`config.mk`:
```
export PLATFORM = sky130hd
export DESIGN_NAME = aqlb_div
export DESIGN_NICKNAME = d
export VERILOG_FILES = /design/src/hdl/aqlb_pkg.sv /design/src/hdl/aqlb_div.sv
export SDC_FILE = /design/constraint.sdc
export NUM_CORES = 2
export LEC_CHECK = 0
export ABC_AREA = 0
export BUFFER_PORTS_ARGS = -buffer_cell sky130_fd_sc_hd__buf_2
export CORE_MARGIN = 2
export CORE_UTILIZATION = 32
export CTS_BUF_LIST = sky130_fd_sc_hd__clkbuf_16
export CTS_CLUSTER_DIAMETER = 100
export DETAILED_ROUTE_END_ITERATION = 8
export HOLD_SLACK_MARGIN = 0.05
export REMOVE_ABC_BUFFERS = 1
export SLEW_MARGIN = 5
export SYNTH_ARGS = -nofsm -noshare
export SYNTH_HDL_FRONTEND = slang
export SYNTH_SLANG_ARGS = --single-unit
```
`constraint.sdc`:
```
create_clock -name clock -period 29 [get_ports clock]
set_input_delay 4.35 -clock clock [delete_from_list [all_inputs] [get_ports clock]]
set_output_delay 4.35 -clock clock [all_outputs]
set_load 0.005 [all_outputs]
```
`src/hdl/aqlb_pkg.sv`:
```
`timescale 1ns / 1ps
`default_nettype none
// ----------------------------------------------------------------------------
// aqlb_pkg
// Shared types and constants of the air quality LED bar meter: channel
// payloads, register map, divider lane format and the per-reading LED item.
// ----------------------------------------------------------------------------
package aqlb_pkg;

   // default parameter values
   localparam int NUM_LEDS_DEF  = 12;
   localparam int FRAC_BITS_DEF = 16;

   // fixed field widths
   localparam int THR_W      = 16;
   localparam int COLOR_W    = 8;
   localparam int HUE_W      = 15;
   localparam int LED_IDX_W  = 6;
   localparam int EDGE_W     = LED_IDX_W + 1;
   localparam int REM_W      = THR_W + 1;
   localparam int DIV_W      = THR_W + 1;
   localparam int CSR_IDX_W  = 3;
   localparam int CSR_DATA_W = THR_W;

   // hue of a fully severe reading (red)
   localparam logic [HUE_W-1:0] HUE_RED = 15'd22027;

   // divider lanes: fill and severity for each gas
   localparam int NUM_LANES      = 4;
   localparam int LANE_CO2_FILL  = 0;
   localparam int LANE_TVOC_FILL = 1;
   localparam int LANE_CO2_SEV   = 2;
   localparam int LANE_TVOC_SEV  = 3;

   // register map
   typedef enum logic [CSR_IDX_W-1:0] {
      CSR_CO2_LOW    = 3'd0,
      CSR_CO2_HIGH   = 3'd1,
      CSR_TVOC_LOW   = 3'd2,
      CSR_TVOC_HIGH  = 3'd3,
      CSR_BRIGHTNESS = 3'd4,
      CSR_SATURATION = 3'd5
   } csr_idx_type;

   typedef struct packed {
      logic [THR_W-1:0]   co2_low;
      logic [THR_W-1:0]   co2_high;
      logic [THR_W-1:0]   tvoc_low;
      logic [THR_W-1:0]   tvoc_high;
      logic [COLOR_W-1:0] brightness;
      logic [COLOR_W-1:0] saturation;
   } cfg_type;

   localparam cfg_type CFG_RESET = '{
      co2_low:    16'd1000,
      co2_high:   16'd2000,
      tvoc_low:   16'd220,
      tvoc_high:  16'd660,
      brightness: 8'd255,
      saturation: 8'd255
   };

   // channel payloads
   typedef struct packed {
      logic [THR_W-1:0] co2_ppm;
      logic [THR_W-1:0] tvoc_ppb;
   } req_type;

   typedef struct packed {
      logic [LED_IDX_W-1:0] led_index;
      logic [HUE_W-1:0]     hue;
      logic [COLOR_W-1:0]   sat_out;
      logic [COLOR_W-1:0]   val_out;
      logic                 last;
   } rsp_type;

   // one divider lane: partial remainder, divisor, saturated-to-one flag
   typedef struct packed {
      logic [REM_W-1:0] rem;
      logic [DIV_W-1:0] dvs;
      logic             sat;
   } div_lane_type;

   // per-reading summary handed to the LED serializer
   typedef struct packed {
      logic               any;
      logic [EDGE_W-1:0]  edge_pos;
      logic [HUE_W-1:0]   hue;
      logic [COLOR_W-1:0] edge_val;
   } led_item_type;

endpackage : aqlb_pkg
`default_nettype wire

```
`src/hdl/aqlb_div.sv`:
```
`timescale 1ns / 1ps
`default_nettype none
// ----------------------------------------------------------------------------
// aqlb_div
// Pipelined restoring divider, four lanes side by side, one quotient bit per
// stage. Produces the fill and severity levels as fixed point, 1.0 = 2^FRAC.
// ----------------------------------------------------------------------------
module aqlb_div
   import aqlb_pkg::*;
#(
   parameter int FRAC_BITS = FRAC_BITS_DEF
)
(
   input  wire                                       clock,
   input  wire                                       reset,
   input  wire                                       in_valid,
   output logic                                      in_ready,
   input  div_lane_type [NUM_LANES-1:0]              in_lane,
   output logic                                      out_valid,
   input  wire                                       out_ready,
   output logic [NUM_LANES-1:0][FRAC_BITS:0]         out_level
);

   localparam logic [FRAC_BITS:0] LVL_ONE = {1'b1, {FRAC_BITS{1'b0}}};
   localparam int                 LAST    = FRAC_BITS - 1;

   logic                                  vld_ff  [FRAC_BITS];
   logic                                  adv     [FRAC_BITS];
   div_lane_type [NUM_LANES-1:0]          lane_ff [FRAC_BITS];
   logic [NUM_LANES-1:0][FRAC_BITS-1:0]   quo_ff  [FRAC_BITS];

   for (genvar s = 0; s < FRAC_BITS; s++) begin : g_stage
      logic                                src_vld;
      div_lane_type [NUM_LANES-1:0]        src_lane;
      logic [NUM_LANES-1:0][FRAC_BITS-1:0] src_quo;
      logic                                nxt_ready;
      logic                                vld_in;
      div_lane_type [NUM_LANES-1:0]        lane_in;
      logic [NUM_LANES-1:0][FRAC_BITS-1:0] quo_in;

      // source of this stage
      if (s == 0) begin : g_head
         assign src_vld  = in_valid;
         assign src_lane = in_lane;
         assign src_quo  = '0;
      end else begin : g_body
         assign src_vld  = vld_ff[s-1];
         assign src_lane = lane_ff[s-1];
         assign src_quo  = quo_ff[s-1];
      end

      // downstream ready
      if (s == LAST) begin : g_tail
         assign nxt_ready = out_ready;
      end else begin : g_link
         assign nxt_ready = adv[s+1];
      end

      assign adv[s] = !vld_ff[s] || nxt_ready;
      assign vld_in = adv[s] ? src_vld : vld_ff[s];

      // one restoring step per lane
      for (genvar l = 0; l < NUM_LANES; l++) begin : g_lane
         logic [REM_W:0]   shf;
         logic [REM_W+1:0] dif;
         logic             take;
         assign shf        = {src_lane[l].rem, 1'b0};
         assign dif        = {1'b0, shf} - {2'b00, src_lane[l].dvs};
         assign take       = ~dif[REM_W+1];
         assign lane_in[l] = '{rem: (take ? dif[REM_W-1:0] : shf[REM_W-1:0]),
                               dvs: src_lane[l].dvs,
                               sat: src_lane[l].sat};
         assign quo_in[l]  = {src_quo[l][FRAC_BITS-2:0], take};
      end

      always_ff @(posedge clock) begin
         if (reset) begin
            vld_ff[s] <= 1'b0;
         end else begin
            vld_ff[s] <= vld_in;
         end
      end

      always_ff @(posedge clock) begin
         if (adv[s]) begin
            lane_ff[s] <= lane_in;
            quo_ff[s]  <= quo_in;
         end
      end
   end

   // result levels, saturated lanes read as one
   for (genvar l = 0; l < NUM_LANES; l++) begin : g_out
      assign out_level[l] = lane_ff[LAST][l].sat ? LVL_ONE : {1'b0, quo_ff[LAST][l]};
   end

   assign in_ready  = adv[0];
   assign out_valid = vld_ff[LAST];

   // remainder never reaches the divisor at the end of the pipe
   for (genvar l = 0; l < NUM_LANES; l++) begin : g_chk
      a_rem_below_dvs: assert property (@(posedge clock) disable iff (reset)
         vld_ff[LAST] |-> (lane_ff[LAST][l].rem < lane_ff[LAST][l].dvs))
         else $error("divider remainder not below divisor");
   end

endmodule : aqlb_div
`default_nettype wire

```
# == After elaboration in Yosys (flattened, before gate mapping) ==
# Memory sizes are Yosys's and may differ from the RTL's.
# Index checks and enable logic that the tools add are counted.
# classes
n_addsub,64
n_mul,0
div_mod_pow,0
n_lt_le_gt_ge,0
n_eq_ne,0
shifts,0
muxes,135
n_bitwise,80
n_reduce_logical,32
# ops
op,count
subtractor 18 x 17 -> 19 bit,64
2-to-1 mux 17 bit,68
2-to-1 mux 1 bit,67
inverter 1 bit,64
zero test 1 bit,16
logical OR 1 bit,16
OR 1 bit,16
# totals
register_bits,0
latchBits,0
ramBits,3280
rom_bits,0
output_inout_bits,70
word_cells,314
memories,3
# mem_list
name,depth,width,read_ports,rd_ports_with_merged_regs,wr,line_no,source
lane_ff,16,140,16,0,16,aqlb_div.sv:29,div_lane_type [NUM_LANES-1:0] lane_ff [FRAC_BITS];
quo_ff,16,64,16,0,16,aqlb_div.sv:30,logic [NUM_LANES-1:0][FRAC_BITS-1:0] quo_ff [FRAC_BITS];
vld_ff,16,1,16,0,16,aqlb_div.sv:27,logic vld_ff [FRAC_BITS];

# == Depth between registers and ports, before layout ==
# An unclocked memory read counts as a cell.
# logic_depth
word_depth,20
ltp_mapped,12

# == Worst setup path after synthesis ==
# OpenSTA, ideal clock, no wires.
# synth_path
path_kind,input to output
start,input port out_ready
end,output port in_ready
arrival_ns,18.965
path_slack_ns,5.685
stages,10
n_path_buf,1
cell_sequence,nor2b_2 > and2_1 > inv_1 > nor2_1 > and2_1 > buf_2 > inv_1 > nor3_2 > nand4_1 > or2_2
# synth_between
elab_chain_len,16
# synth_lines
item,line_no,source
start: declaration,aqlb_div.sv:20,"input wire out_ready,"
logical OR 1 bit (2 in series),aqlb_div.sv:59,assign adv[s] = !vld_ff[s] || nxt_ready;
net g_stage[13].nxt_ready,aqlb_div.sv:36,logic nxt_ready;
logical OR 1 bit (4 in series),aqlb_div.sv:59,
net g_stage[9].nxt_ready,aqlb_div.sv:36,
logical OR 1 bit (9 in series),aqlb_div.sv:59,
net g_stage[0].nxt_ready,aqlb_div.sv:36,
logical OR 1 bit,aqlb_div.sv:59,
end: declaration,aqlb_div.sv:17,"output logic in_ready,"
# The timed path passes the listed nets, and every way through them passes these cells.

# == Worst setup path in the final report ==
# Ends and elaborated chain as after synthesis.

==> impl_metrics.json <==
{
  "vias": 85482,
  "fmax_mhz": 80.4,
  "gp_congestion": 0.847,
  "worstPathRequired_ns": 24.65,
  "netlist_area_um2": 144000,
  "netlist-cell-type-count": 91,
  "cts_sinks": 2664,
  "finalMaxSlewViolations": 0,
  "seq_area_um2": 79800,
  "fin_crit_ns": 12.43,
  "synth-seq-area-share_pct": 55.3,
  "path_cells": "buf_2 > nor2b_2 > and2_1 > inv_8 > nor2_1 > and2_1 > inv_8 > nor3_2 > nand4_1 > buf_4 > or2_4 > buf_2",
  "synth_edf_count": 2648,
  "post_cts_buffers": 0,
  "final_layout_size_suffix_gt1_share_pct": 13.1,
  "grt-ovfl-total": 0,
  "layout_common_cells": "edfxtp_1, inv_1, ha_1, nor2_1, a21oi_1",
  "clock-skew-final_ns": 0.0334,
  "reg2reg_from": "vld_ff[1][7]",
  "n_fill_cell": 43117,
  "num_rows": 246,
  "cts_resized": 0,
  "drt_iter0_drc": 4362,
  "area_growth_pct": 12.3,
  "clkTransAtPathRegs_ns": 0.06,
  "grt_pass1_wl_um": 427000,
  "io_buffers": 213,
  "relSlewSlack_pct": 22.6,
  "viasPerCell": 4.69,
  "rsz0062_at_grt": "no",
  "die_area_um2": 457000,
  "endpoint_kind": "output port",
  "postSynthAreaPerCell_um2": 12.5,
  "drt_pass1_iterations": 5,
  "io_pins": 214,
  "p_leak_nw": 64.6,
  "worstSetupPathType": "in2out",
  "numCtsBuffers": 308,
  "die_w_um": 676,
  "min_from": "lane_ff[1][280]",
  "cellPowerDensity_nw_per_um2": 109,
  "dp_hpwl_um": 193000,
  "power_w": 0.0176,
  "layout_commonest_cell": "edfxtp_1",
  "timing.critical_path.buf_inv": 5,
  "crit_slowest_cell": "nor3_2",
  "ant_nets": 0,
  "startpoint_type": "input pin",
  "ys.warnings.count": 0,
  "yosys_register_bits": 2664,
  "synth_flop_cell": "edfxtp_1",
  "crit_fanout": 58,
  "tightest_slew_ns": 1.16,
  "hold_path.class": "reg2reg",
  "root_buffer": "clkbuf_16",
  "cts_hold_buf": 0,
  "async_reset_ff_share_pct": 0,
  "final_nets": 13248,
  "multi_input_area_um2": 58800,
  "grt_max_degree": 118,
  "clock_tree.buffer_depth": 4,
  "cts_max_level": 5,
  "syn_inst": 11583,
  "cts_tree": "yes",
  "cp_top_family": "simple AND/OR/NAND/NOR gates",
  "setup.worst_path.start": "out_ready",
  "die_h_um": 676,
  "routed_wl_um": 259000,
  "crit_arrival_ns": 8.08,
  "setup_tns_ns": 0,
  "period_share_pct": 42.9,
  "cap_violations": 0,
  "drc": 0,
  "initial_core_util_pct": 32.2,
  "setup_violations": 0,
  "hold_viol_final": 0,
  "grt.total_usage_pct": 11.1,
  "outcome": "complete, no violations",
  "antenna_found_initial": 17,
  "core_area_um2": 449000,
  "grt_pass1_vias": 83799,
  "wl_per_cell_um": 14.2,
  "clk_latency_ns": 0.90,
  "critical-path-max-stage-delay_ns": 0.75,
  "irDropWorstVdd_v": 0.0000466
}
==> registers in the layout (all words and copies together) (netlist names) <==
signal	flops
lane_ff	2104
quo_ff	544
vld_ff	16
==> per-stage QoR <==
step	std cells	hold WS, ns	setup WS [ns]	util (%)	instance area [um^2]
2_1_floorplan	11442	0.400	5.76	-	143000
6_report	18225	0.394	16.57	36.1	162000
3_5_place_dp	17662	0.405	16.44	33.9	152000
3_3_place_gp	17662	0.401	16.46	33.9	152000
5_1_grt	18225	0.389	16.24	36.1	162000
4_1_cts	18223	0.385	16.41	36.1	162000
==> logic make-up after synthesis <==
family	synth area share (%)
xor+xnor	3.28
fa+ha+maj	9.70
buf+inv	4.08
mux	4.61
simple gates	9.16
compound gates	13.9
flops	55.3
==> power breakdown <==
group | leakage (nW) | internal, W | switching, W | total [W]
Clock | 5.11 | 0.00225 | 0.00154 | 0.00380
Combinational | 31.9 | 0.00361 | 0.00365 | 0.00725
Sequential | 27.6 | 0.00590 | 0.000655 | 0.00656
==> synthesized netlist by cell type (all sizes together) (29+ instances only) <==
master	count	area, um^2
o31a	161	1410
nor3	236	1220
nand2b	102	638
o41a	29	337
fa	60	1200
o41ai	35	314
mux2	514	6410
a31oi	62	422
nand2	430	1610
nand4	36	225
xor2	199	1740
and2	131	820
a21oi	715	3690
o2111ai	32	287
a2111o	45	507
or2	136	851
nor2b	271	1700
buf	119	1210
a311o	31	310
ha	1024	12800
o311ai	70	1210
a41oi	53	840
a21o	227	1700
xnor2	342	3000
or3	31	194
o21a	293	2200
nor2	836	3350
inv	1226	4600
a21boi	63	473
o21ai	593	3190
edfxtp	2648	79500
a211oi	108	811
nand3b	73	548
nand3	162	811
a2111oi	63	633
and3	47	294
o31ai	65	498
==> cell type report <==
class,instances,share of cell area (%)
Clock buffer,315,4.86
Inverter,1226,2.86
Antenna cell,2,0.00309
Sequential cell,2664,49.2
Tap cell,5952,4.59
Clock inverter,246,1.28
Multi-Input combinational cell,7552,36.3
Timing Repair Buffer,268,0.927
==> layer usage <==
layer / vias up / track usage (%) / share of wire (%)
met5: - / 0 / 0
met4: 0 / 3.50 / 3.1
met3: 419 / 1.62 / 3.3
met2: 1100 / 18.7 / 46
met1: 39856 / 14.8 / 48
li1: 44107 / - / -
==> worst paths after layout <==
kind                     end  slack, ns  cells past startpoint
max                 in_ready      16.57                     12
min          lane_ff[1][420]       0.39                      0
max reg2reg   lane_ff[0][37]      23.99                     13
min reg2reg  lane_ff[1][420]       0.39                      0
(Power assumes the default switching activity.)
