==> config.mk <==
export PLATFORM = sky130hd
export DESIGN_NAME = aqlb_mix
export DESIGN_NICKNAME = d
export VERILOG_FILES = /design/src/hdl/aqlb_pkg.sv /design/src/hdl/aqlb_mix.sv
export SDC_FILE = /design/constraint.sdc
export NUM_CORES = 1
export LEC_CHECK = 0
export BUFFER_PORTS_ARGS = -buffer_cell sky130_fd_sc_hd__buf_4
export CAP_MARGIN = 0
export CORE_UTILIZATION = 55
export CTS_CLUSTER_SIZE = 28
export DETAILED_ROUTE_END_ITERATION = 7
export PLACE_DENSITY = 0.83
export SYNTH_ARGS = -nofsm -noshare
export SYNTH_HDL_FRONTEND = slang
export SYNTH_SLANG_ARGS = --single-unit
==> constraint.sdc <==
create_clock -name clock -period 6.9 [get_ports clock]
set_clock_uncertainty 0.05 [all_clocks]
set_input_delay 0 -clock clock [delete_from_list [all_inputs] [get_ports clock]]
set_output_delay 0 -clock clock [all_outputs]
set_load 0.1 [all_outputs]
==> src/hdl/aqlb_pkg.sv <==
`timescale 1ns / 1ps
`default_nettype none
// ----------------------------------------------------------------------------
// aqlb_pkg
// Shared types and constants of the air quality LED bar meter: channel
// payloads, register map, divider lane format and the per-reading LED item.
// ----------------------------------------------------------------------------
package aqlb_pkg;

   // default parameter values
   localparam int NUM_LEDS_DEF  = 12;
   localparam int FRAC_BITS_DEF = 16;

   // fixed field widths
   localparam int THR_W      = 16;
   localparam int COLOR_W    = 8;
   localparam int HUE_W      = 15;
   localparam int LED_IDX_W  = 6;
   localparam int EDGE_W     = LED_IDX_W + 1;
   localparam int REM_W      = THR_W + 1;
   localparam int DIV_W      = THR_W + 1;
   localparam int CSR_IDX_W  = 3;
   localparam int CSR_DATA_W = THR_W;

   // hue of a fully severe reading (red)
   localparam logic [HUE_W-1:0] HUE_RED = 15'd22027;

   // divider lanes: fill and severity for each gas
   localparam int NUM_LANES      = 4;
   localparam int LANE_CO2_FILL  = 0;
   localparam int LANE_TVOC_FILL = 1;
   localparam int LANE_CO2_SEV   = 2;
   localparam int LANE_TVOC_SEV  = 3;

   // register map
   typedef enum logic [CSR_IDX_W-1:0] {
      CSR_CO2_LOW    = 3'd0,
      CSR_CO2_HIGH   = 3'd1,
      CSR_TVOC_LOW   = 3'd2,
      CSR_TVOC_HIGH  = 3'd3,
      CSR_BRIGHTNESS = 3'd4,
      CSR_SATURATION = 3'd5
   } csr_idx_type;

   typedef struct packed {
      logic [THR_W-1:0]   co2_low;
      logic [THR_W-1:0]   co2_high;
      logic [THR_W-1:0]   tvoc_low;
      logic [THR_W-1:0]   tvoc_high;
      logic [COLOR_W-1:0] brightness;
      logic [COLOR_W-1:0] saturation;
   } cfg_type;

   localparam cfg_type CFG_RESET = '{
      co2_low:    16'd1000,
      co2_high:   16'd2000,
      tvoc_low:   16'd220,
      tvoc_high:  16'd660,
      brightness: 8'd255,
      saturation: 8'd255
   };

   // channel payloads
   typedef struct packed {
      logic [THR_W-1:0] co2_ppm;
      logic [THR_W-1:0] tvoc_ppb;
   } req_type;

   typedef struct packed {
      logic [LED_IDX_W-1:0] led_index;
      logic [HUE_W-1:0]     hue;
      logic [COLOR_W-1:0]   sat_out;
      logic [COLOR_W-1:0]   val_out;
      logic                 last;
   } rsp_type;

   // one divider lane: partial remainder, divisor, saturated-to-one flag
   typedef struct packed {
      logic [REM_W-1:0] rem;
      logic [DIV_W-1:0] dvs;
      logic             sat;
   } div_lane_type;

   // per-reading summary handed to the LED serializer
   typedef struct packed {
      logic               any;
      logic [EDGE_W-1:0]  edge_pos;
      logic [HUE_W-1:0]   hue;
      logic [COLOR_W-1:0] edge_val;
   } led_item_type;

endpackage : aqlb_pkg
`default_nettype wire

==> src/hdl/aqlb_mix.sv <==
`timescale 1ns / 1ps
`default_nettype none
// ----------------------------------------------------------------------------
// aqlb_mix
// Three stages: max over both gases, scale by LED count and hue range, then
// split into edge position and fraction and weight the edge brightness.
// ----------------------------------------------------------------------------
module aqlb_mix
   import aqlb_pkg::*;
#(
   parameter int NUM_LEDS  = NUM_LEDS_DEF,
   parameter int FRAC_BITS = FRAC_BITS_DEF
)
(
   input  wire                                clock,
   input  wire                                reset,
   input  cfg_type                            cfg,
   input  wire                                in_valid,
   output logic                               in_ready,
   input  wire  [NUM_LANES-1:0][FRAC_BITS:0]  in_level,
   output logic                               out_valid,
   input  wire                                out_ready,
   output led_item_type                       out_item
);

   localparam int LVL_W = FRAC_BITS + 1;
   localparam int SC_W  = FRAC_BITS + EDGE_W;
   localparam int HP_W  = LVL_W + HUE_W;
   localparam int EV_W  = FRAC_BITS + COLOR_W;

   logic               v1_ff, v2_ff, v3_ff;
   logic               v1_in, v2_in, v3_in;
   logic               en1, en2, en3;
   logic [LVL_W-1:0]   p_ff, p_in;
   logic [LVL_W-1:0]   s_ff, s_in;
   logic [SC_W-1:0]    scl_ff, scl_in;
   logic [HP_W-1:0]    hprod_ff, hprod_in;
   logic               any_ff, any_in;
   logic [EV_W-1:0]    ev_prod;
   led_item_type       item_ff, item_in;

   // stage enables
   assign en3      = !v3_ff || out_ready;
   assign en2      = !v2_ff || en3;
   assign en1      = !v1_ff || en2;
   assign in_ready = en1;
   assign v1_in    = en1 ? in_valid : v1_ff;
   assign v2_in    = en2 ? v1_ff : v2_ff;
   assign v3_in    = en3 ? v2_ff : v3_ff;

   // stage 1: maximum over both gases
   assign p_in = (in_level[LANE_CO2_FILL] > in_level[LANE_TVOC_FILL]) ?
                 in_level[LANE_CO2_FILL] : in_level[LANE_TVOC_FILL];
   assign s_in = (in_level[LANE_CO2_SEV] > in_level[LANE_TVOC_SEV]) ?
                 in_level[LANE_CO2_SEV] : in_level[LANE_TVOC_SEV];

   // stage 2: scale fill by LED count and severity by hue range
   assign scl_in   = SC_W'(p_ff) * SC_W'(NUM_LEDS);
   assign hprod_in = HP_W'(s_ff) * HP_W'(HUE_RED);
   assign any_in   = (p_ff != '0);

   // stage 3: edge position, fraction brightness, hue
   assign ev_prod = EV_W'(scl_ff[FRAC_BITS-1:0]) * EV_W'(cfg.brightness);
   always_comb begin
      item_in.any      = any_ff;
      item_in.edge_pos = scl_ff[SC_W-1:FRAC_BITS];
      item_in.hue      = hprod_ff[FRAC_BITS+HUE_W-1:FRAC_BITS];
      item_in.edge_val = ev_prod[EV_W-1:FRAC_BITS];
   end

   always_ff @(posedge clock) begin
      if (reset) begin
         v1_ff <= 1'b0;
         v2_ff <= 1'b0;
         v3_ff <= 1'b0;
      end else begin
         v1_ff <= v1_in;
         v2_ff <= v2_in;
         v3_ff <= v3_in;
      end
   end

   always_ff @(posedge clock) begin
      if (en1) begin
         p_ff <= p_in;
         s_ff <= s_in;
      end
      if (en2) begin
         scl_ff   <= scl_in;
         hprod_ff <= hprod_in;
         any_ff   <= any_in;
      end
      if (en3) begin
         item_ff <= item_in;
      end
   end

   assign out_valid = v3_ff;
   assign out_item  = item_ff;

   // edge never lies beyond the bar
   a_edge_in_bar: assert property (@(posedge clock) disable iff (reset)
      v3_ff |-> (item_ff.edge_pos <= EDGE_W'(NUM_LEDS)))
      else $error("edge position beyond bar length");

   // an empty bar has its edge at the start
   a_empty_edge: assert property (@(posedge clock) disable iff (reset)
      (v3_ff && !item_ff.any) |-> (item_ff.edge_pos == '0))
      else $error("empty bar with nonzero edge");

endmodule : aqlb_mix
`default_nettype wire

# Word-level counts from Yosys, hierarchy flattened

Cells that the tools add are included.

Input bits: 152
Bits in registers: 117
Output and inout port bits: 33
Word-level logic and storage cells: 26

Multiplexer cells: 2
Reductions and logical operators: 7
Order comparisons: 2
$mul: 3

Operators by type and width:

| cell                                                | number |
|---|---|
| greater-than comparator 17 bit                      | 2 |
| two-way mux 17 bit                                  | 2 |
| multiplier 17 x 15 -> 31 bit, second input constant | 1 |
| multiplier 14 x 8 -> 22 bit                         | 1 |
| multiplier 17 x 2 -> 19 bit, second input constant  | 1 |
| nonzero test 17 bit                                 | 1 |
| logical NOT 1 bit                                   | 3 |
| logical OR 1 bit                                    | 3 |

# Depth between registers and ports, before layout

Word-level depth: 4
Gate-level depth with buffers: 21
Mapped depth without buffers: 21

# Least setup slack after synthesis

OpenSTA, ideal clock, no wires.

Kind: register -> register
From: reg s_ff[3]
To: reg hprod_ff[29] (data pin)
Period minus slack after synthesis: 5.416 ns
Data arrival time: 5.108 ns
Required time: 6.592 ns
Buffers on the path: 0
Stages on the path, launching flop included: 20
Path slack: 1.484 ns
Library setup time: 0.258 ns
Path through: edfxtp_1 -> ha_1 -> ha_1 -> fa_1 -> inv_1 -> fa_1 -> inv_1 -> fa_1 -> inv_1 -> fa_1 -> inv_1 -> ha_1 -> and4_1 -> o2111ai_1 -> a31o_2 -> and4_1 -> o31ai_4 -> a221o_1 -> a21oi_1 -> xnor2_1

Longest elaborated chain between the ends: 1

RTL lines:

| item                         | RTL line       | text |
|---|---|---|
| from (decl)                  | aqlb_mix.sv:35 | `logic [LVL_W-1:0] s_ff, s_in;` |
| from (signal assigned)       | aqlb_mix.sv:86 | `s_ff <= s_in;` |
| multiplier 17 x 15 -> 31 bit | aqlb_mix.sv:59 | `assign hprod_in = HP_W'(s_ff) * HP_W'(HUE_RED);` |
| named net hprod_in[29]       | aqlb_mix.sv:37 | `logic [HP_W-1:0] hprod_ff, hprod_in;` |
| to (signal assigned)         | aqlb_mix.sv:90 | `hprod_ff <= hprod_in;` |
| to (decl)                    | aqlb_mix.sv:37 |  |

The timed path passes the listed nets, and every way through them passes these cells.
A chain may end at the register's enable or synchronous reset.

# Worst setup path after layout

From: reg s_ff[4]
To: reg hprod_ff[28] (data pin)

The elaborated chain is that of the path after synthesis.

==> impl_summary.log <==
[metrics] outcome: complete, no violations
[metrics] worst-margin pin slew: 753 ps
[metrics] unrepaired setup endpoints after global routing: false
[metrics] cell at the root of the clock tree: clkbuf_16
[metrics] syn avg cell area: 10.5 sq um
[metrics] core region area: 22100 sq um
[metrics] Die Y: 153 microns
[metrics] total negative setup slack: 0 ps
[metrics] dpl ws: 1070 ps
[metrics] first-iteration detailed-routing DRC count: 383
[metrics] remaining global-route overflow: 0
[metrics] half-perimeter wire length of the detailed placement result: 20100 microns
[metrics] cell count after synthesis: 1194
[metrics] hold_ws: 335 ps
[metrics] via count of the first global-routing pass: 9878
[metrics] number of diodes: 0
[metrics] number of max-slew violations in the final report: 0
[metrics] Worst Path Required: 6950 ps
[metrics] number of endpoints failing setup at the final stage: 0
[metrics] type of the worst setup path: reg -> reg
[metrics] register bit total from synthesis: 101
[metrics] Die Area: 23400 sq um
[metrics] area share of the largest cell type after synthesis: 0.236
[metrics] first-pass iteration count of the detailed router: 4
[metrics] CTS tree: built
[metrics] via/cell ratio: 5.37
[metrics] Synth async-reset ratio: 0
[metrics] wire length of the first global-routing pass: 45000 microns
[metrics] RePlAce Congestion: 0.854
[metrics] EDFF count, synth: 98
[metrics] number of warning messages in the yosys log: 0
[metrics] Main synth FF type: edfxtp_1
[metrics] kind of start point of the critical path: register
[metrics] via count: 8922
[metrics] initial standard-cell utilization of the core: 0.567
[metrics] maximum number of pins on one net before global-route repair: 36
[metrics] summed instance area of the synthesized netlist: 12500 sq um
[metrics] post-layout minimum cycle time: 5860 ps
[metrics] Routed Wire Length: 26900 microns
[metrics] IO buf count: 110
[metrics] register-to-register path setup slack: 1040 ps
[metrics] CTS sink count: 101
[metrics] Max H-tree Level: 3
[metrics] deepest clock path buffer count: 2
[metrics] dpl cell area: 13700 sq um
[metrics] distinct cell type count after synthesis: 60
[metrics] Total Nets Final: 1893
[metrics] Layout Area Growth over Synthesis: 17.2%
[metrics] Synth area leaders: ha_1 24%, edfxtp_1 23%, fa_1 20%, inv_1 8.5%, and2_1 3.3%
[metrics] Achievable Freq: 171 MHz
[metrics] Max transition margin: 0.497
[metrics] remaining routing DRC violations: 0
[metrics] Worst Hold Class: in -> reg
[metrics] Final Worst Setup Slack: 1040 ps
[metrics] Non-Filler Cell Area, Final: 14700 sq um
[metrics] All-Layer GR Usage: 0.239
[metrics] sequential share of the synthesized area: 0.240
[metrics] Crit. End Element: register
[metrics] share of final-layout standard cells stronger than drive strength 1: 0.127
[metrics] Antenna Violating Nets Remaining: 0
[metrics] final hold viol count: 0
[metrics] floorplan die width: 153 microns
[metrics] row cnt: 54
[metrics] post-CTS setup buffers: 0
[metrics] count of pins on the block boundary: 185
[metrics] largest area contributor in the netlist: ha_1
[metrics] max-cap violation count: 0
[metrics] Worst EP arrival: 5910 ps
[metrics] largest fanout on the critical path: 5
[metrics] initial antenna violation count: 0
[metrics] detail-routed net length per standard cell: 16.2 microns
[metrics] number of buffers created by CTS: 9
[metrics] Worst-path clk slew: 70 ps
[metrics] clock latency reported for the late side of the worst-skew pair: 350 ps
[metrics] ratio of final minimum period to clock period: 0.849
==> path summary, 6_finish.rpt <==
check | startpoint | to | cells past startpoint
setup / recovery | s_ff[4] | hprod_ff[28] | 20
hold / removal | reset | v2_ff | 3
hold reg to reg | hprod_ff[27] | out_item[19] | 0
setup reg to reg | s_ff[4] | hprod_ff[28] | 20
==> per-stage QoR <==
stage / instances / util
after detailed placement: 1575 / 0.618
after global placement: 1575 / 0.618
final: 1662 / 0.665
after CTS: 1662 / 0.665
after global routing: 1662 / 0.665
after floorplan: 1195 / -
==> logic make-up after synthesis <==
| family | count (synthesis) | share of synthesized area |
|---|---|---|
| AND/OR/NAND/NOR | 208 | 0.0868 |
| multiplexers | 34 | 0.0336 |
| flip-flops | 101 | 0.240 |
| adder cells (fa/ha/maj) | 364 | 0.440 |
| other | 1 | 0.000299 |
| AO/OA/AOI/OAI | 153 | 0.0835 |
| buffers and inverters | 296 | 0.0900 |
| XOR/XNOR | 37 | 0.0259 |
==> synth_stat cells, types with 2 or more instances <==
| master | number |
|---|---|
| a211oi_1 | 7 |
| edfxtp_1 | 98 |
| o21a_1 | 16 |
| xnor2_1 | 25 |
| o2111ai_1 | 6 |
| and4_1 | 3 |
| a21o_2 | 3 |
| mux2_2 | 24 |
| o21ai_0 | 26 |
| nor2_1 | 31 |
| buf_4 | 2 |
| a211o_1 | 2 |
| inv_1 | 283 |
| a31oi_1 | 6 |
| o211a_1 | 2 |
| nand2b_1 | 3 |
| dfxtp_1 | 3 |
| xor2_1 | 12 |
| clkbuf_1 | 9 |
| a221o_1 | 2 |
| nor2b_1 | 11 |
| o211ai_1 | 4 |
| and3_1 | 3 |
| and2_1 | 66 |
| nand2_1 | 63 |
| nand4_1 | 10 |
| ha_1 | 236 |
| nor3_1 | 5 |
| a21o_1 | 24 |
| mux2_4 | 10 |
| a21oi_1 | 40 |
| fa_1 | 128 |
| nand3_1 | 4 |
==> cell usage in the layout (no fill, tap or decap), types with 7 or more instances in the layout <==
cell / netlist / layout
mux2_2: 24 / 24
mux2_4: 10 / 10
fa_1: 128 / 128
dlygate4sd3_1: 0 / 71
a21o_1: 24 / 24
clkbuf_16: 0 / 9
edfxtp_1: 98 / 98
nor2_1: 31 / 31
xor2_1: 12 / 12
xnor2_1: 25 / 25
inv_1: 283 / 283
a21oi_1: 40 / 40
a211oi_1: 7 / 7
nand2_1: 63 / 63
and2_1: 66 / 66
nand4_1: 10 / 10
o21ai_0: 26 / 26
o21a_1: 16 / 16
buf_4: 2 / 113
ha_1: 236 / 236
nor2b_1: 11 / 11
==> metal layers <==
layer / wire [microns] / global-route usage / share of wire
met1: 11400 / 0.281 / 0.43
met5: 0 / 0 / 0
met3: 1230 / 0.0340 / 0.045
met4: 658 / 0.0813 / 0.024
met2: 13600 / 0.443 / 0.50
==> final cells by class <==
| type | instances | area [sq um] |
|---|---|---|
| clock inverter | 5 | 66.3 |
| tap | 280 | 350 |
| sequential | 101 | 3000 |
| fill | 1577 | 7410 |
| timing repair buffer | 184 | 1560 |
| clock buffer | 11 | 243 |
| inverter | 283 | 1060 |
| multi-input combinational | 798 | 8400 |
==> repair_timing <==
action	4_1_cts	5_1_grt
endpoints found under the hold margin	37	0
endpoints found under the setup margin	0	0
hold buffers	71	0
gates resized for setup	0	0
==> flip-flops by register name, indices dropped and copies added, names as in the netlist, 15 cells and up <==
signal / cells
out_item: 29
scl_ff: 19
p_ff: 17
s_ff: 17
hprod_ff: 15
==> critical path, stage by stage (launching register included) <==
cell and delay [ps]:
edfxtp_1 490, ha_1 330, ha_1 320, fa_1 590, inv_1 70, fa_1 530
inv_1 50, fa_1 520, inv_1 50, fa_1 520, inv_1 40, ha_1 340
and4_1 210, o2111ai_1 110, a31o_2 250, a31oi_1 280, o211ai_1 180, a21boi_0 310
o21a_1 180, nor2_1 50, xnor2_1 120
Power is left out: the tool's default activity adds up to more than one toggle a clock period on the data nets, which glitch-free logic cannot reach.
