### src/hdl/aqlb_pkg.sv
`timescale 1ns / 1ps
`default_nettype none
// ----------------------------------------------------------------------------
// aqlb_pkg
// Shared types and constants of the air quality LED bar meter: channel
// payloads, register map, divider lane format and the per-reading LED item.
// ----------------------------------------------------------------------------
package aqlb_pkg;

   // default parameter values
   localparam int NUM_LEDS_DEF  = 12;
   localparam int FRAC_BITS_DEF = 16;

   // fixed field widths
   localparam int THR_W      = 16;
   localparam int COLOR_W    = 8;
   localparam int HUE_W      = 15;
   localparam int LED_IDX_W  = 6;
   localparam int EDGE_W     = LED_IDX_W + 1;
   localparam int REM_W      = THR_W + 1;
   localparam int DIV_W      = THR_W + 1;
   localparam int CSR_IDX_W  = 3;
   localparam int CSR_DATA_W = THR_W;

   // hue of a fully severe reading (red)
   localparam logic [HUE_W-1:0] HUE_RED = 15'd22027;

   // divider lanes: fill and severity for each gas
   localparam int NUM_LANES      = 4;
   localparam int LANE_CO2_FILL  = 0;
   localparam int LANE_TVOC_FILL = 1;
   localparam int LANE_CO2_SEV   = 2;
   localparam int LANE_TVOC_SEV  = 3;

   // register map
   typedef enum logic [CSR_IDX_W-1:0] {
      CSR_CO2_LOW    = 3'd0,
      CSR_CO2_HIGH   = 3'd1,
      CSR_TVOC_LOW   = 3'd2,
      CSR_TVOC_HIGH  = 3'd3,
      CSR_BRIGHTNESS = 3'd4,
      CSR_SATURATION = 3'd5
   } csr_idx_type;

   typedef struct packed {
      logic [THR_W-1:0]   co2_low;
      logic [THR_W-1:0]   co2_high;
      logic [THR_W-1:0]   tvoc_low;
      logic [THR_W-1:0]   tvoc_high;
      logic [COLOR_W-1:0] brightness;
      logic [COLOR_W-1:0] saturation;
   } cfg_type;

   localparam cfg_type CFG_RESET = '{
      co2_low:    16'd1000,
      co2_high:   16'd2000,
      tvoc_low:   16'd220,
      tvoc_high:  16'd660,
      brightness: 8'd255,
      saturation: 8'd255
   };

   // channel payloads
   typedef struct packed {
      logic [THR_W-1:0] co2_ppm;
      logic [THR_W-1:0] tvoc_ppb;
   } req_type;

   typedef struct packed {
      logic [LED_IDX_W-1:0] led_index;
      logic [HUE_W-1:0]     hue;
      logic [COLOR_W-1:0]   sat_out;
      logic [COLOR_W-1:0]   val_out;
      logic                 last;
   } rsp_type;

   // one divider lane: partial remainder, divisor, saturated-to-one flag
   typedef struct packed {
      logic [REM_W-1:0] rem;
      logic [DIV_W-1:0] dvs;
      logic             sat;
   } div_lane_type;

   // per-reading summary handed to the LED serializer
   typedef struct packed {
      logic               any;
      logic [EDGE_W-1:0]  edge_pos;
      logic [HUE_W-1:0]   hue;
      logic [COLOR_W-1:0] edge_val;
   } led_item_type;

endpackage : aqlb_pkg
`default_nettype wire

### src/hdl/aqlb_front.sv
`timescale 1ns / 1ps
`default_nettype none
// ----------------------------------------------------------------------------
// aqlb_front
// Input stage: sorts each gas reading against its thresholds and sets up the
// four divider lanes (remainder and divisor, or a forced zero or one).
// ----------------------------------------------------------------------------
module aqlb_front
   import aqlb_pkg::*;
(
   input  wire                                 clock,
   input  wire                                 reset,
   input  cfg_type                             cfg,
   input  wire                                 in_valid,
   output logic                                in_ready,
   input  req_type                             in_data,
   output logic                                out_valid,
   input  wire                                 out_ready,
   output div_lane_type [NUM_LANES-1:0]        out_lane
);

   logic                         vld_ff;
   logic                         vld_in;
   logic                         adv;
   div_lane_type [NUM_LANES-1:0] lane_ff;
   div_lane_type [NUM_LANES-1:0] lane_in;

   // fill: zero below low, one from twice high, else (v-low)/(2*high-low)
   function automatic div_lane_type fill_lane(input logic [THR_W-1:0] v,
                                              input logic [THR_W-1:0] lo,
                                              input logic [THR_W-1:0] hi);
      logic [DIV_W-1:0] hi2;
      div_lane_type     r;
      hi2   = {hi, 1'b0};
      r.rem = '0;
      r.dvs = DIV_W'(1);
      r.sat = 1'b0;
      if (v >= lo) begin
         if ({1'b0, v} >= hi2) begin
            r.sat = 1'b1;
         end else begin
            r.rem = {1'b0, v - lo};
            r.dvs = hi2 - {1'b0, lo};
         end
      end
      return r;
   endfunction

   // severity: zero below high, one from twice high, else (v-high)/high
   function automatic div_lane_type sev_lane(input logic [THR_W-1:0] v,
                                             input logic [THR_W-1:0] hi);
      div_lane_type r;
      r.rem = '0;
      r.dvs = DIV_W'(1);
      r.sat = 1'b0;
      if (v >= hi) begin
         if ({1'b0, v} >= {hi, 1'b0}) begin
            r.sat = 1'b1;
         end else begin
            r.rem = {1'b0, v - hi};
            r.dvs = {1'b0, hi};
         end
      end
      return r;
   endfunction

   // stage handshake
   assign adv      = !vld_ff || out_ready;
   assign in_ready = adv;
   assign vld_in   = adv ? in_valid : vld_ff;

   // lane setup
   always_comb begin
      lane_in                 = lane_ff;
      lane_in[LANE_CO2_FILL]  = fill_lane(in_data.co2_ppm, cfg.co2_low, cfg.co2_high);
      lane_in[LANE_TVOC_FILL] = fill_lane(in_data.tvoc_ppb, cfg.tvoc_low, cfg.tvoc_high);
      lane_in[LANE_CO2_SEV]   = sev_lane(in_data.co2_ppm, cfg.co2_high);
      lane_in[LANE_TVOC_SEV]  = sev_lane(in_data.tvoc_ppb, cfg.tvoc_high);
   end

   always_ff @(posedge clock) begin
      if (reset) begin
         vld_ff <= 1'b0;
      end else begin
         vld_ff <= vld_in;
      end
   end

   always_ff @(posedge clock) begin
      if (adv) begin
         lane_ff <= lane_in;
      end
   end

   assign out_valid = vld_ff;
   assign out_lane  = lane_ff;

endmodule : aqlb_front
`default_nettype wire

### config.mk
export PLATFORM = sky130hd
export DESIGN_NAME = aqlb_front
export DESIGN_NICKNAME = d
export VERILOG_FILES = /design/src/hdl/aqlb_pkg.sv /design/src/hdl/aqlb_front.sv
export SDC_FILE = /design/constraint.sdc
export NUM_CORES = 1
export LEC_CHECK = 0
export BUFFER_PORTS_ARGS = -buffer_cell sky130_fd_sc_hd__buf_2
export CAP_MARGIN = 20
export CORE_AREA = 2 2 160 146
export CTS_CLUSTER_DIAMETER = 60
export CTS_CLUSTER_SIZE = 40
export DETAILED_ROUTE_END_ITERATION = 16
export DIE_AREA = 0 0 162 148
export PLACE_DENSITY_LB_ADDON = 0.2
export SLEW_MARGIN = 0
export SYNTH_ARGS = -nofsm -noshare
export SYNTH_HDL_FRONTEND = slang
export SYNTH_SLANG_ARGS = --single-unit
### constraint.sdc
create_clock -name clock -period 7 [get_ports clock]
set_clock_uncertainty 0.1 [all_clocks]
set_input_delay 1.05 -clock clock [delete_from_list [all_inputs] [get_ports clock]]
set_output_delay 1.05 -clock clock [all_outputs]
set_load 0.005 [all_outputs]
Word-level counts from Yosys, hierarchy flattened --
Index checks and enable logic that the tools add are counted.
Operators by class: reduce and logical (&&, ||, !) cells 6, multiplexer cells 2, order comparisons 6, bitwise gates (word level) 4, $add $sub $neg 6
Operators by type and width (number):
- greater-or-equal comparator 16 bit | 4
- subtractor 16 bit | 4
- greater-or-equal comparator 16 x 17 -> 1 bit | 2
- subtractor 17 x 16 -> 17 bit | 2
- OR reduction 2 bit | 4
- inverter 1 bit | 4
- two-way mux 1 bit | 2
- zero test 1 bit | 1
- logical OR 1 bit | 1
Word-level totals: input port bits 116, output and inout port bits 142, word-level logic and storage cells 43, register bits 141

Longest topological paths before layout --
Gate-level depths: netlist of the first run.
depth after elaboration 3, mapped depth 10, depth with buffers taken out 9

Worst setup path after synthesis of the first run --
OpenSTA, ideal clock, no wires.
kind input-to-output, start point in out_ready, end point out in_ready, stages 1, required time 5.850 ns, path buffers 0, arrival 4.335 ns, path slack 1.515 ns, cells stage by stage nand2b_1
Between the ends: word-level cells in the longest chain between the ends 1
RTL lines:
- from (decl) | RTL line aqlb_front.sv:18 | input wire out_ready,
- logical OR 1 bit | RTL line aqlb_front.sv:68 | assign adv = !vld_ff || out_ready;
- to (decl) | RTL line aqlb_front.sv:15 | output logic in_ready,
No other way between the ends.

Final worst setup path of the first run --
start point in in_data[16] in the netlist's numbering, end point reg lane_ff, in the netlist out_lane[71] (data pin)
Between the ends: word-level cells in the longest chain between the ends 3, elaborated cells on any way between the ends 4, classes of those cells order compare (2); bitwise (1); reduce/logical (1)
RTL lines:
- from (decl) | RTL line aqlb_front.sv:16 | input req_type in_data,
- greater-or-equal comparator 16 bit | RTL line aqlb_front.sv:56 | if (v >= hi) begin
- inverter 1 bit (no source line)
- OR reduction 2 bit (no source line) *
- to (signal assigned) | RTL line aqlb_front.sv:91 | lane_ff <= lane_in;
- to (decl) | RTL line aqlb_front.sv:25 | div_lane_type [NUM_LANES-1:0] lane_ff;
Mark *: on every way between the ends. The rest lies on a longest branch, timed or not. A chain may end at the register's enable or synchronous reset.

==> metrics.md, run 1 <==
| Metric | Value |
|---|---|
| Status | finished, final reports clean |
| Final Setup Violations | 0 |
| CP Cell Sequence | buf_2 > inv_1 > ha_1 > fa_1 > and2b_1 > o31a_1 > a2bb2oi_1 > o211ai_1 > a31o_2 > or2_2 |
| Nets | 1,571 |
| Reg2Reg Setup Slack | around 5100 ps |
| Worst slew margin | 42.0% |
| Synth Cell Area | ~10,000 µm² |
| TritonCTS clock tree | yes |
| Pins Over Slew Limit | 0 |
| Largest net degree at the start of global routing | 66 |
| R2R Path End | out_lane[63]$_SDFFCE_PP0P_ |
| CTS Buf Count | 17 |
| Die width | 162 µm |
| Crit path arrival time | roughly 3700 ps |
| CP startpoint kind | input port |
| Slowest stage cell, crit path | a31o_2 |
| Pre-Repair DR Iteration Count | 5 |
| Multi-input logic area | 5880 µm² |
| Ys Warns | 0 |
| Final Hold Viols | 0 |
| CTS resizes | 0 |
| Initial core utilization | 46.6% |
| Flop pwr share | 37.3% |
| Worst hold path class | in2reg |
| Buf+Inv Stages, Crit Path | 2 |
| PD cells | roughly 230 nW/µm² |
| CP Max Fanout | 32 |
| Most frequent cell after synthesis | nor2_1 |
| DR DRC count | 0 |
| Ys flop type | edfxtp_1 |
| Synth Instances | about 1,100 |
| # hold bufs at CTS | 0 |
| GRT Util Overall | 24.8% |
| Sw Share | 30.8% |
| Final wirelength | 29,900 µm |
| P_leak | 5.86 nW |
| Sequential element share of the synthesized area | 39.0% |
| Post-synth top area cell | edfxtp_1 |
| Iter 0 DRT Violations | 828 |
| Critical Path Start | in_data[16] |
| Maximum clock path buffer count | 2 |
| HPWL after DPL | between 20,000 and 25,000 µm |
| List of most frequent post-synthesis cells | nor2_1, edfxtp_1, ha_1, inv_1, a21oi_1 |
| Switch Pwr | between 0.0008 and 0.0009 W |
| RR Startpoint | out_valid$_SDFFE_PP0P_ |
| Post-synth top area share | 38.8% |
| Core area | 22,300 µm² |
| Clock Power Share | 34.3% |
| CTS clk-pin slew, worst paths | 60 ps |
| Share of cells above drive strength 1 | 21.2% |
| Placer congestion estimate | 0.927 |
| FP Rows | 52 |
| Final antenna-violating net count | 0 |
| Async set or reset register ratio after synthesis | 0% |
| Clock sink total | about 140 |
| Worst Path Required | 7080 ps |
| CP Depth | 10 |
| Worst Setup EP | out_lane[71]$_SDFFCE_PP1P_ |
| Area Overhead vs Synth | 20.3% |
| Global-route wire length before repair | approximately 46,000 µm |
| I/O pin count | roughly 260 |
| Vias in the first global route | 8,378 |
| CP top delay family | compound AO/OA/AOI/OAI gates |
| Logic pwr share | between 20 and 30% |
| FILL cells | between 2,000 and 2,500 |
| CP endpoint kind | flop |
| Setup Crit Path Kind | in2reg |
| EDFF count, synth | approximately 130 |
| Synth top area cells | edfxtp_1, ha_1, nor2_1 |
| Chip Height | 148 µm |
| RSZ-0062 raised after global routing | false |
| Postcts setup bufs | 0 |
| Via-to-Cell Ratio | 5.61 |
| Max Cap Viol | 0 |
| Count of cell types in the netlist | 73 |
| Fin crit share | 50.9% |
| Routed len/inst | 18.3 µm |
| Internal power | 0.00195 W |
| Maximum VDD drop | 0.000143 V |
| CTS H-tree lvls | 4 |
| Vias | 9,183 |
| Tmin final | 3560 ps |
| Register bit total from synthesis | 135 |
| CTS root buf | clkbuf_16 |
| Max stage delay on crit path | 490 ps |
| Clock Latency Late Sink | 430 ps |
| Port bufs | 235 |
| Worst r2r path cells | 2 |
| Hold WS | 663 ps |
| Final setup TNS | 0 ps |
| FMAX | 281 MHz |
| GRT overflow | 0 |
| Synth Area per Inst | roughly 9.5 µm² |
| Reg area | slightly above 4000 µm² |
| Worst-margin pin slew | slightly below 900 ps |
| Die area | 24,000 µm² |
| Initial antenna violation count | 5 |
-- stage by stage --
step	setup WS, ps	util, %	instances	instance area (µm²)	total power, W
after global placement	2910	53.2	1602	11800	0.00184
after global routing	3190	56.1	1637	12500	0.00296
after CTS	3300	55.9	1632	12400	0.00282
after detailed placement	2860	53.2	1602	11800	0.00185
after floorplan	1520	-	1093	10400	0.00157
final	3440	56.1	1637	12500	0.00282
-- state kept, by name, indices dropped and copies added, names as in the netlist --
signal / count
out_valid: 1
out_lane: 134
-- logic make-up (layout without fill, tap and decap cells) --
family / Yosys count / after routing / share of synthesized area (%)
fa+ha+maj: 130 / 130 / 16.1
xor+xnor: 54 / 54 / 4.56
buf+inv: 114 / 357 / 4.56
flops: 135 / 135 / 39.0
mux: 3 / 3 / 0.290
other cells: 1 / 10 / 0.0362
simple gates: 349 / 349 / 16.1
compound gates: 302 / 302 / 19.3
-- worst min path at each step --
stage,from,to,cells past startpoint
after floorplan,reset,out_valid$_SDFFE_PP0P_,1
after global placement,out_valid$_SDFFE_PP0P_,out_valid$_SDFFE_PP0P_,2
after detailed placement,out_valid$_SDFFE_PP0P_,out_valid$_SDFFE_PP0P_,2
after CTS,reset,out_valid$_SDFFE_PP0P_,2
after global routing,reset,out_valid$_SDFFE_PP0P_,2
final,reset,out_valid$_SDFFE_PP0P_,2
-- power groups by stage --
stage	logic (W)	clock network, W	registers (W)
after floorplan	0.000485	0	0.00109
after global placement	0.000776	0	0.00107
after detailed placement	0.000782	0	0.00107
after CTS	0.000788	0.000975	0.00105
after global routing	0.000888	0.00101	0.00106
final	0.000800	0.000966	0.00105
-- layout by cell type (no fill, tap or decap), drive strengths merged, types with 35 or more instances in the layout --
master,count
ha,124
edfxtp,134
nor2,148
inv,88
o21ai,58
xnor2,37
a21oi,80
nor3,35
nand2,51
buf,241
-- layout make-up --
| cell class | count | share of cell area (%) |
|---|---|---|
| antenna | 4 | 0.0802 |
| clock buffer | 18 | 3.44 |
| clock inverter | 12 | 1.42 |
| inverter | 86 | 2.59 |
| multi-input combinational | 844 | 47.1 |
| sequential | 135 | 32.4 |
| tap | 297 | 2.98 |
| timing repair buffer | 241 | 9.95 |
-- metal layers --
| metal | GRT usage [%] | part of all wire (%) | vias up |
|---|---|---|---|
| li1 | - | - | 4519 |
| met1 | 41.0 | 52 | 4278 |
| met2 | 32.6 | 39 | 351 |
| met3 | 3.76 | 7.0 | 33 |
| met4 | 6.99 | 1.8 | 2 |
| met5 | 0 | 0.037 | - |
No activity file was read; power rests on OpenSTA's default activity.
==> inputs of run 2 (changes only) <==
==> constraint.sdc (replaced) <==
create_clock -name clock -period 2.9 [get_ports clock]
set_clock_uncertainty 0.1 [all_clocks]
set_input_delay 0.435 -clock clock [delete_from_list [all_inputs] [get_ports clock]]
set_output_delay 0.435 -clock clock [all_outputs]
set_load 0.005 [all_outputs]
==> run 2 against run 1 <==
Net effect: die area unchanged; sequential share of layout area shrank 1.1 points; routed wire length up 2.0%; utilization increased by 1.9 points; worst setup slack lost 3200 ps; critical path depth up 2; worst hold slack got worse by 600 ps; power up 140%; register-to-register slack lost 3800 ps; critical path type unchanged; critical endpoint is now out_lane[106]$_SDFFCE_PP1P_; largest cell class unchanged; largest power group unchanged; highest routed layer is now met4.
==> metrics.md, run 2 (synthesized netlist as in run 1, its figures left out) <==
| Metric | Value |
|---|---|
| Status | finished, final reports clean |
| CTS H-tree lvls | 4 |
| Largest net degree at the start of global routing | 38 |
| FP Rows | 52 |
| Largest register FFs | 134 |
| Fin crit share | 90.6% |
| Pre-Repair DR Iteration Count | 5 |
| Maximum clock path buffer count | 2 |
| Initial antenna violation count | 2 |
| Clock Power Share | 32.3% |
| CP Max Fanout | 26 |
| CTS root buf | clkbuf_16 |
| Worst slew margin | 57.1% |
| Hold WS | 61.3 ps |
| Final Setup Violations | 0 |
| CTS Buf Count | 17 |
| Worst Path Required | ~3000 ps |
| Iter 0 DRT Violations | 773 |
| Grt met1 use | 39.9% |
| Commonest non-fill, non-tap cell in the layout | buf_2 |
| Final setup TNS | 0 ps |
| Final wirelength | 30,500 µm |
| CP startpoint kind | input port |
| Setup Crit Path Kind | in2reg |
| P_leak | 6.15 nW |
| Via-to-Cell Ratio | roughly 5.5 |
| Die area | ~24,000 µm² |
| Switch Pwr | 0.00213 W |
| Overall power | approximately 0.0068 W |
| GRT Util Overall | 25.3% |
| FMAX | approximately 380 MHz |
| Vias in the first global route | 8,590 |
| HPWL after DPL | 24,700 µm |
| Maximum VDD drop | 0.000236 V |
| Initial core utilization | between 40 and 50% |
| Crit path arrival time | ~2700 ps |
| Internal power | 0.00464 W |
| Logic pwr share | about 30% |
| GR peak layer | met1 |
| Most frequent cells in the layout | buf_2, nor2_1, edfxtp_1, ha_1, inv_1 |
| Die width | 162 µm |
| Max Cap Viol | 0 |
| DR DRC count | 0 |
| Clock Latency Late Sink | approximately 420 ps |
| Global-route met2 utilization | 35.1% |
| Flop pwr share | 37.6% |
| TritonCTS clock tree | yes |
| PD cells | 524 nW/µm² |
| Worst hold path class | in2reg |
| RSZ-0062 raised after global routing | false |
| Routed len/inst | 18.0 µm |
| Final Hold Viols | 0 |
| Area Overhead vs Synth | 24.5% |
| Vias | 9,301 |
| Nets | roughly 1,600 |
| I/O pin count | 258 |
| GRT overflow | 0 |
| Postcts setup bufs | 0 |
| Grt met3 use | 4.18% |
| Clock sink total | 135 |
| Tmin final | 2630 ps |
| CP endpoint kind | flop |
| Final Util | 58.0% |
| Worst-margin pin slew | 639 ps |
| Core area | between 20,000 and 25,000 µm² |
| Port bufs | between 200 and 250 |
| Pins Over Slew Limit | 0 |
| Reg2Reg Setup Slack | roughly 1300 ps |
| Global-route wire length before repair | 46,700 µm |
| Placer congestion estimate | 0.947 |
| CTS clk-pin slew, worst paths | 60 ps |
| Final antenna-violating net count | 0 |
| Sw Share | 31.5% |
| Chip Height | 148 µm |
| Share of cells above drive strength 1 | 24.6% |
## run 2: area by class of cell
class	count	area, µm²
tap	297	372
clock buffer	18	429
antenna	3	7.51
timing repair buffer	300	1700
fill	2045	9340
clock inverter	14	151
sequential	135	4040
inverter	86	323
multi-input combinational	844	5880
## run 2: routing by layer
| layer | vias to the layer above | share of wire [%] | routed length (µm) |
|---|---|---|---|
| li1 | 4620 | - | - |
| met1 | 4269 | 50 | 15300 |
| met2 | 378 | 41 | 12400 |
| met3 | 34 | 7.4 | 2270 |
| met4 | 0 | 1.8 | 548 |
| met5 | - | 0 | 0 |
## run 2: worst max-delay path, stage by stage
cell and delay, ps:
buf_2 90, inv_1 80, buf_4 140, ha_1 190
fa_1 380, nand2b_1 180, a21oi_1 180, o21ai_0 150
a31oi_1 280, o21bai_2 140, buf_12 180, or2_2 280
## run 2: path summary, 6_finish.rpt
path | startpoint | endpoint | depth (start not counted)
setup / recovery | in_data[0] | out_lane[106]$_SDFFCE_PP1P_ | 12
hold / removal | reset | out_valid$_SDFFE_PP0P_ | 2
setup reg to reg | out_valid$_SDFFE_PP0P_ | out_lane[44]$_SDFFCE_PP0P_ | 2
hold reg to reg | out_valid$_SDFFE_PP0P_ | out_lane[27]$_SDFFCE_PP0P_ | 1
## run 2: power groups by stage
stage	clock network (W)	logic, W	registers [W]
after floorplan	0	0.00117	0.00262
after global placement	0	0.00199	0.00259
after detailed placement	0	0.00200	0.00258
after CTS	0.00222	0.00202	0.00255
after global routing	0.00229	0.00226	0.00257
final	0.00219	0.00204	0.00254
## run 2: stage by stage
step                      std cells  area, µm²  setup slack, ps
final                          1697      12900              272
after global routing           1696      12900             45.2
after CTS                      1694      12900              245
after detailed placement       1662      12300             -195
after global placement         1662      12300             -153
after floorplan                1093      10400              172
## run 2: repair_timing
item | 4_1_cts | 5_1_grt
hold buffers | 0 | 0
resized for setup | 0 | 1
endpoints found under the setup margin | 0 | 1
